<file path="src/hdl/itoa_pkg.sv">
// Shared widths, character codes and status types for the signed integer to ASCII block.
package itoa_pkg;

    localparam int MAG_W      = 32;
    localparam int DIGIT_W    = 4;
    localparam int NUM_DIGITS = 10;
    localparam int CNT_W      = 5;
    localparam int IDX_W      = 4;
    localparam int CHAR_W     = 8;

    localparam logic [CNT_W-1:0]  LAST_ITER  = CNT_W'(MAG_W - 1);
    localparam logic [CHAR_W-1:0] CHAR_ZERO  = 8'd48;
    localparam logic [CHAR_W-1:0] CHAR_MINUS = 8'd45;
    localparam logic [CHAR_W-1:0] CHAR_NINE  = 8'd57;

    typedef logic [NUM_DIGITS-1:0][DIGIT_W-1:0] bcd_t;

    typedef struct packed {
        logic busy;
        logic done;
    } dabble_stat_t;

endpackage

</file>
<file path="src/hdl/itoa_dabble.sv">
// Iterative binary to BCD converter: one shift-and-add-3 step per cycle.
module itoa_dabble
    import itoa_pkg::*;
(
    input  logic             clk,
    input  logic             rst_n,
    input  logic             load,
    input  logic [MAG_W-1:0] mag,
    output dabble_stat_t     stat,
    output bcd_t             digits
);

    logic [MAG_W-1:0] shift_reg, shift_next;
    bcd_t             bcd_reg, bcd_next, bcd_adj;
    logic [NUM_DIGITS*DIGIT_W-1:0] adj_flat;
    logic [CNT_W-1:0] count_reg, count_next;
    logic             run_reg, run_next;
    logic             done_reg, done_next;

    // Add 3 to every digit of 5 or more, then shift one magnitude bit in.
    always_comb
    begin
        for (int i = 0; i < NUM_DIGITS; i++)
        begin
            if (bcd_reg[i] >= DIGIT_W'(5))
                bcd_adj[i] = bcd_reg[i] + DIGIT_W'(3);
            else
                bcd_adj[i] = bcd_reg[i];
        end
    end

    assign adj_flat = bcd_adj;

    always_comb
    begin
        shift_next = shift_reg;
        bcd_next   = bcd_reg;
        count_next = count_reg;
        run_next   = run_reg;
        done_next  = 1'b0;
        if (load)
        begin
            shift_next = mag;
            bcd_next   = '0;
            count_next = '0;
            run_next   = 1'b1;
        end
        else if (run_reg)
        begin
            bcd_next   = {adj_flat[NUM_DIGITS*DIGIT_W-2:0], shift_reg[MAG_W-1]};
            shift_next = {shift_reg[MAG_W-2:0], 1'b0};
            count_next = count_reg + CNT_W'(1);
            if (count_reg == LAST_ITER)
            begin
                run_next  = 1'b0;
                done_next = 1'b1;
            end
        end
    end

    always_ff @(posedge clk or negedge rst_n)
    begin
        if (!rst_n)
        begin
            count_reg <= '0;
            run_reg   <= 1'b0;
            done_reg  <= 1'b0;
        end
        else
        begin
            count_reg <= count_next;
            run_reg   <= run_next;
            done_reg  <= done_next;
        end
    end

    always_ff @(posedge clk)
    begin
        shift_reg <= shift_next;
        bcd_reg   <= bcd_next;
    end

    assign stat.busy = run_reg;
    assign stat.done = done_reg;
    assign digits    = bcd_reg;

endmodule

</file>
<file path="src/hdl/signed_int_to_decimal_ascii.sv">
// Top level: signed 32-bit integer to decimal ASCII text, one number per transfer, issued as a run of characters.
//
// Usage:
//   Input channel: drive value and raise start; the transfer happens at a rising
//   edge where start is high and busy is low. busy stays high until the last
//   character of that number has been issued.
//   Output channel: each character appears on char_code for exactly one cycle
//   with valid high; last marks the final character of the run. The receiver
//   cannot stall, so it must take every character in the cycle it appears.
// Text: optional '-' for negative values, then the digits most significant
//   first with no leading zeros; zero gives the single character '0'.
// Sequence: the 32-step shift-and-add-3 converter takes one magnitude bit per
//   cycle, the convert state then picks the leading digit, and the sign and
//   emit states issue the characters in turn (at most 11). busy stays high
//   until the last character, and the next transfer is accepted once busy is
//   low.
// Reset: rst_n clears the sequencer and the output strobe; the block comes out
//   of reset idle with busy low and no character pending.
module signed_int_to_decimal_ascii
    import itoa_pkg::*;
(
    input  logic                    clk,
    input  logic                    rst_n,
    input  logic                    start,
    input  logic signed [MAG_W-1:0] value,
    output logic                    busy,
    output logic                    valid,
    output logic [CHAR_W-1:0]       char_code,
    output logic                    last
);

    typedef enum logic [1:0] {
        ST_IDLE,
        ST_CONVERT,
        ST_SIGN,
        ST_EMIT
    } state_t;

    state_t            state_reg, state_next;
    logic              neg_reg, neg_next;
    logic [IDX_W-1:0]  idx_reg, idx_next;
    logic              valid_reg, valid_next;
    logic [CHAR_W-1:0] char_reg, char_next;
    logic              last_reg, last_next;

    logic              accept;
    logic [MAG_W-1:0]  raw;
    logic [MAG_W-1:0]  mag;
    logic [IDX_W-1:0]  lead_idx;
    dabble_stat_t      stat;
    bcd_t              digits;

    assign accept = start && (state_reg == ST_IDLE);
    assign raw    = value;
    // Form the magnitude in unsigned arithmetic; the minimum value maps onto itself.
    assign mag    = raw[MAG_W-1] ? (MAG_W'(0) - raw) : raw;

    itoa_dabble u_dabble (
        .clk    (clk),
        .rst_n  (rst_n),
        .load   (accept),
        .mag    (mag),
        .stat   (stat),
        .digits (digits)
    );

    // Find the most significant nonzero digit; all zero leaves index 0.
    always_comb
    begin
        lead_idx = '0;
        for (int i = 1; i < NUM_DIGITS; i++)
        begin
            if (digits[i] != '0)
                lead_idx = IDX_W'(i);
        end
    end

    always_comb
    begin
        state_next = state_reg;
        neg_next   = neg_reg;
        idx_next   = idx_reg;
        valid_next = 1'b0;
        char_next  = char_reg;
        last_next  = last_reg;
        unique case (state_reg)
            ST_IDLE:
            begin
                if (accept)
                begin
                    neg_next   = raw[MAG_W-1];
                    state_next = ST_CONVERT;
                end
            end
            ST_CONVERT:
            begin
                // Hold until the converter finishes, then pick the first digit.
                if (stat.done)
                begin
                    idx_next   = lead_idx;
                    state_next = neg_reg ? ST_SIGN : ST_EMIT;
                end
            end
            ST_SIGN:
            begin
                valid_next = 1'b1;
                char_next  = CHAR_MINUS;
                last_next  = 1'b0;
                state_next = ST_EMIT;
            end
            ST_EMIT:
            begin
                // Issue one digit a cycle, downward; drop back to idle after units.
                valid_next = 1'b1;
                char_next  = CHAR_ZERO + {{(CHAR_W-DIGIT_W){1'b0}}, digits[idx_reg]};
                last_next  = (idx_reg == '0);
                idx_next   = idx_reg - IDX_W'(1);
                if (idx_reg == '0)
                    state_next = ST_IDLE;
            end
            default:
            begin
                state_next = ST_IDLE;
            end
        endcase
    end

    always_ff @(posedge clk or negedge rst_n)
    begin
        if (!rst_n)
        begin
            state_reg <= ST_IDLE;
            valid_reg <= 1'b0;
            neg_reg   <= 1'b0;
            idx_reg   <= '0;
            char_reg  <= '0;
            last_reg  <= 1'b0;
        end
        else
        begin
            state_reg <= state_next;
            valid_reg <= valid_next;
            neg_reg   <= neg_next;
            idx_reg   <= idx_next;
            char_reg  <= char_next;
            last_reg  <= last_next;
        end
    end

    assign busy      = (state_reg != ST_IDLE);
    assign valid     = valid_reg;
    assign char_code = char_reg;
    assign last      = last_reg;

`ifndef SYNTHESIS
    a_char_legal: assert property (@(posedge clk) disable iff (!rst_n)
        valid |-> (char_code == CHAR_MINUS) ||
                  ((char_code >= CHAR_ZERO) && (char_code <= CHAR_NINE)))
        else $error("character outside sign and digit codes");

    a_minus_not_last: assert property (@(posedge clk) disable iff (!rst_n)
        (valid && (char_code == CHAR_MINUS)) |-> !last)
        else $error("sign issued as final character");

    a_gap_after_last: assert property (@(posedge clk) disable iff (!rst_n)
        (valid && last) |=> !valid)
        else $error("character issued after the final one");

    a_done_in_convert: assert property (@(posedge clk) disable iff (!rst_n)
        stat.done |-> (state_reg == ST_CONVERT))
        else $error("converter finished outside the convert phase");

    a_busy_after_accept: assert property (@(posedge clk) disable iff (!rst_n)
        (start && !busy) |=> (busy && stat.busy))
        else $error("transfer did not start the converter");
`endif

endmodule
</file>
<file path="config.mk">
export PLATFORM = sky130hd
export DESIGN_NAME = signed_int_to_decimal_ascii
export DESIGN_NICKNAME = d
export VERILOG_FILES = /design/src/hdl/itoa_pkg.sv /design/src/hdl/itoa_dabble.sv /design/src/hdl/signed_int_to_decimal_ascii.sv
export SDC_FILE = /design/constraint.sdc
export NUM_CORES = 1
export LEC_CHECK = 0
export ABC_CLOCK_PERIOD_IN_PS = 2700
export BUFFER_PORTS_ARGS = -buffer_cell sky130_fd_sc_hd__buf_4
export CORE_ASPECT_RATIO = 1.1
export CORE_MARGIN = 4
export CORE_UTILIZATION = 34
export DETAILED_ROUTE_END_ITERATION = 7
export PLACE_DENSITY = 0.5
export SLEW_MARGIN = 20
export SYNTH_ARGS = -nofsm -noshare
export SYNTH_HDL_FRONTEND = slang
export SYNTH_SLANG_ARGS = --single-unit
</file>
<file path="constraint.sdc">
create_clock -name clk -period 2.7 [get_ports clk]
set_input_delay 0.27 -clock clk [delete_from_list [all_inputs] [get_ports clk]]
set_output_delay 0.27 -clock clk [all_outputs]
set_load 0.005 [all_outputs]
</file>
* Word-level counts from Yosys, hierarchy flattened *
Cells that the tools add are included.

storage, ports and cells
  word-level logic and storage cells = 114
  input bits = 35
  flip-flop bits (word level) = 96

cells by class
  reductions and logical operators = 20
  add/sub/neg operators = 14
  order comparisons = 11
  eq/ne operators = 7
  mux-type cells = 42

operator list
  kind                                                                                 count
  32-bit two-way mux                                                                   3
  4-bit two-way mux                                                                    18
  4-bit by 3-bit greater-or-equal comparator with 1-bit output, second input constant  10
  4-bit by 2-bit adder with 4-bit output, second input constant                        9
  4-bit nonzero test                                                                   9
  1-bit by 32-bit subtractor with 32-bit output, first input constant                  1
  4-bit binary-select mux with 4-bit select                                            1
  8-bit case mux with 2 select lines                                                   1
  5-bit two-way mux                                                                    2
  1-bit two-way mux                                                                    9
  2-bit two-way mux                                                                    4
  2-bit case mux with 4 select lines                                                   1
  4-bit case mux with 2 select lines                                                   1
  2-bit nonzero test                                                                   4
  6-bit by 4-bit adder with 7-bit output, first input constant                         1
  5-bit by 1-bit adder with 5-bit output, second input constant                        1
  5-bit equality test, second input constant                                           1
  4-bit by 5-bit less-than comparator with 1-bit output, second input constant         1
  2-bit equality test, second input constant                                           2
  4-bit logical NOT                                                                    1
  2-bit inequality test, second input constant                                         2
  2-bit AND reduction                                                                  2
  4-bit by 1-bit subtractor with 4-bit output, second input constant                   1
  3-bit by 2-bit adder with 3-bit output, second input constant                        1
  8 further kinds                                                                      8

* Depth between registers and ports, before layout *
  depth after elaboration = 12
  depth in mapped cells = 9

* Hierarchy *
From an unflattened synthesis, not the netlist that was laid out.

unflattened totals
  cells, all modules = 630
  area, all modules = 6027.0 um^2

modules (own cells, without submodules)
  module                       times used  cells an instance  area each (um^2)  seq. area each (um^2)
  itoa_dabble                  1           397                4083.9            1936.9
  signed_int_to_decimal_ascii  1           233                1943.1            375.4

* Worst setup path before layout *
No wires, ideal clock.

  kind = reg2reg
  start point = register state_reg[0]
  end point = register u_dabble.shift_reg[0], enable pin
  path buffers = 2
  cell stages (with the launch flop) = 7
  clock period less this slack = 2.349 ns
  library setup time = 0.478 ns
  setup slack = 0.351 ns
  arrival time = 1.872 ns
  required time = 2.222 ns
  cell sequence = dfrtp_1 inv_1 ha_1 nand2_1 clkbuf_1 clkbuf_1 nand2_1

on the way
  word-level cells in the longest chain between the ends = 3

RTL lines
  element                              RTL line                            text
  from (decl)                          signed_int_to_decimal_ascii.sv:39   state_t state_reg, state_next;
  from (signal assigned)               signed_int_to_decimal_ascii.sv:141  state_reg <= state_next;
  2-bit logical NOT                    signed_int_to_decimal_ascii.sv:53   assign accept = start && (state_reg == ST_IDLE);
  1-bit logical AND                    signed_int_to_decimal_ascii.sv:53
  2-bit nonzero test (no source line)  -
  to (signal assigned)                 itoa_dabble.sv:79                   shift_reg <= shift_next;
  to (decl)                            itoa_dabble.sv:13                   logic [MAG_W-1:0] shift_reg, shift_next;

Every way passes these cells.
A chain may end at the register's enable or synchronous reset.

* Worst setup path after layout *
  start point = input value[6]
  end point = register u_dabble.shift_reg[23] (data pin)

on the way
  word-level cells in the longest chain between the ends = 3

RTL lines
  element                                        RTL line                           text
  from (decl)                                    signed_int_to_decimal_ascii.sv:25  input logic signed [MAG_W-1:0] value,
  1-bit by 32-bit subtractor with 32-bit output  signed_int_to_decimal_ascii.sv:56  assign mag = raw[MAG_W-1] ? (MAG_W'(0) - raw) : raw;
  32-bit two-way mux                             signed_int_to_decimal_ascii.sv:56
  32-bit two-way mux                             itoa_dabble.sv:41                  if (load)
  via u_dabble.shift_next[23]                    itoa_dabble.sv:13

The timed path passes the listed nets, and every way through them passes these cells.

==> summary.md <==
| Metric | Value |
|---|---|
| 1st-pass router iterations | `4` |
| Lkg Pwr | `2.81 nW` |
| Final worst-path cycle share | `0.809` |
| TritonCTS Buffers | `9` |
| Largest net degree at the start of global routing | `57` |
| Remaining DRCs | `0` |
| Tmin final | `2.18 ns` |
| Number of setup buffers added after CTS | `0` |
| Total Power | `7.36 mW` |
| Final std cells w/o fill | `866` |
| Max reg flops | `40` |
| Post-CTS Resized | `0` |
| Initial drt markers | `233` |
| Element type at the critical path end | `flop` |
| Sequential Area | `2310 um^2` |
| Post-DRT Antenna Nets | `0` |
| Synth Instances | `620` |
| Rel. slew slack | `0.519` |
| Final setup skew | `0.0129 ns` |
| Syn Std Cell Area | `5700 um^2` |
| Final TNS setup | `0 ns` |
| Via Count | `4470` |
| Die area | `18900 um^2` |
| GP Congestion | `0.800` |
| Setup-failing EPs final | `0` |
| DR WL/cell | `14.6 um` |
| Final Hold Fails | `0` |
| FF-to-FF End | `idx_reg[3]` |
| CP arrival | `2.28 ns` |
| Detailed-placement wirelength estimate | `8970 um` |
| Worst EP required | `2.80 ns` |
| First-pass GRT wire length | `21200 um` |
| CTS sink cnt | `94` |
| Post-synthesis cell type count | `51` |
| Critical hold path startpoint | `value[0]` |
| R2R Setup Slk | `0.65 ns` |
| CP max-delay cell | `or4b_4` |
| Main synth FF type | `dfxtp_1` |
| RSZ-0062 raised after global routing | `false` |
| Syn Area/Cell | `9.19 um^2` |
| Core Box Area | `16400 um^2` |
| CTS root buf | `clkbuf_16` |
| Hold endpoint | `u_dabble.shift_reg[0]` |
| Async SR Flop Fraction | `0.234` |
| VDD IR max | `346 uV` |
| Nets | `721` |
| Diode count | `0` |
| Antenna violations before repair | `0` |
| Worst path max stage delay | `0.63 ns` |
| Vias per cell | `5.16` |
| Io pins | `46` |
| Hold Crit Depth | `3` |
| Port bufs | `43` |
| Multi-input logic area | `3120 um^2` |
| H-tree level count | `3` |
| Slew Limit Fails | `0` |
| Initial Util | `0.347` |
| Reg2Reg Launch Point | `state_reg[1]` |
| Setup Crit Path Kind | `in2reg` |
| Die H | `144 um` |
| Clk_lat worst skew | `0.35 ns` |
| Max Clk Rate | `458 MHz` |
| Placed cells | `849` |
| Clock Pin Slew Worst Setup and Hold Paths | `0.07 ns` |
| Outcome | `complete, no violations` |
| # hold bufs at CTS | `1` |
| P per Cell Area | `1120 nW/um^2` |
| Synth-to-layout area growth | `15.5%` |
| Critical-path cell list | `buf_4 -> or4_4 -> or4b_4 -> o41ai_1 -> xor2_1 -> o21ai_0` |
| Max cap viols | `0` |
| Yosys warns | `0` |
| Place WS | `0.138 ns` |
| Final WS setup | `0.516 ns` |
| Worst Reg2Reg Path Length in Cells | `6` |
| All-layer global routing usage | `0.136` |
| Die Width | `131 um` |
| Vias in the first global route | `4264` |
| Grt total ovfl | `0` |
| EDFF count, synth | `32` |
| CTS Buffer Depth | `2` |
| Hold Path Class | `in2reg` |
| Yosys reg bits | `94` |
| Sequential area share after synthesis | `0.406` |
| Final wirelength | `12700 um` |
| Slew @ Worst Pin | `0.702 ns` |
| CTS tree | `done` |
| Row count | `49` |
| CP Launch Type | `input port` |
| Critical-path maximum fanout | `11` |
| FILL cells | `1649` |
| Ratio of cells with drive above 1 in the final layout | `0.145` |
[report_power, final]
group	switching (mW)	internal [mW]
clock network	0.584	0.729
registers	0.533	2.21
logic	1.74	1.56
total	2.86	4.50
[final cells by class]
| class | count | share of cell area |
|---|---|---|
| Clock inverter | 6 | 0.0108 |
| Sequential cell | 94 | 0.351 |
| Multi-Input combinational cell | 458 | 0.474 |
| Clock buffer | 10 | 0.0348 |
| Inverter | 38 | 0.0217 |
| Tap cell | 204 | 0.0388 |
| Timing Repair Buffer | 56 | 0.0680 |
[stage by stage]
step / area, um^2 / hold WS [ns] / util
after floorplan: 5700 / -0.0256 / -
after global placement: 6270 / 0.187 / 0.382
after detailed placement: 6270 / 0.194 / 0.382
after CTS: 6580 / 0.255 / 0.401
after global routing: 6580 / 0.276 / 0.401
final: 6580 / 0.271 / 0.401
[kinds of logic (layout without fill, tap and decap cells)]
group           count (synthesis)  after routing  synth area share
fa+ha+maj                      29             29            0.0637
compound gates                155            155             0.173
other cells                     1              2          0.000658
mux                            30             30            0.0705
buf+inv                        69            110            0.0487
simple gates                  191            191             0.159
xor+xnor                       51             51            0.0784
flops                          94             94             0.406
[worst max-delay path by stage]
stage / cells after the start / startpoint / endpoint
6_report: 6 / value[6] / u_dabble.shift_reg[23]
4_1_cts: 6 / value[6] / u_dabble.shift_reg[23]
2_1_floorplan: 6 / state_reg[0] / u_dabble.shift_reg[0]
3_3_place_gp: 6 / value[6] / u_dabble.shift_reg[23]
3_5_place_dp: 6 / value[6] / u_dabble.shift_reg[23]
5_1_grt: 6 / state_reg[1] / idx_reg[3]
[cell usage after synthesis, drive strengths merged, types with 8 or more instances]
master / count / share of area
edfxtp: 32 / 0.17
o211ai: 9 / 0.012
xnor2: 21 / 0.032
a21oi: 36 / 0.032
o21ai: 68 / 0.060
xor2: 30 / 0.046
nand3: 23 / 0.020
ha: 29 / 0.064
dfrtp: 22 / 0.097
a21o: 10 / 0.013
nand2b: 14 / 0.015
buf: 8 / 0.0086
nor2: 27 / 0.018
mux4: 8 / 0.032
inv: 38 / 0.025
clkbuf: 23 / 0.015
nand2: 87 / 0.057
dfxtp: 40 / 0.14
mux2i: 21 / 0.037
o41ai: 14 / 0.033
[critical path: cells and delay by family]
kind / cells / cell delay [ns]
XOR/XNOR: 1 / 0.17
AO/OA/AOI/OAI: 2 / 0.52
AND/OR/NAND/NOR: 2 / 1.20
buffers and inverters: 1 / 0.12
[routing by layer]
| layer | vias up | global-route usage | wire, um |
|---|---|---|---|
| met5 | - | 0 | 0 |
| met1 | 2121 | 0.175 | 5990 |
| met2 | 65 | 0.231 | 6070 |
| met4 | 0 | 0.0547 | 217 |
| met3 | 12 | 0.0228 | 389 |
| li1 | 2272 | - | - |
[layout by cell type, fill, tap and decap left out, types with 3 or more instances in the layout]
cell type	netlist	routed
nand4_1	3	3
or3b_2	3	3
or3_1	7	7
nor4_1	4	4
dfxtp_1	40	40
nand2_1	87	86
nand2b_1	14	14
inv_1	38	38
xnor2_1	21	21
o41ai_2	6	6
a21oi_1	36	36
dfrtp_1	22	21
clkbuf_16	0	9
o41ai_1	7	7
a21o_1	10	10
mux2i_1	21	21
mux4_2	8	8
ha_1	29	29
o211ai_1	9	9
edfxtp_1	32	32
nor2_1	27	26
o21ai_0	61	61
a31oi_1	3	3
nor3b_1	3	3
nand3_1	23	23
buf_4	3	53
o31ai_1	7	7
o21ai_1	7	7
and3_1	5	5
xor2_1	30	30
nor3_1	5	5
(Power assumes the default switching activity.)
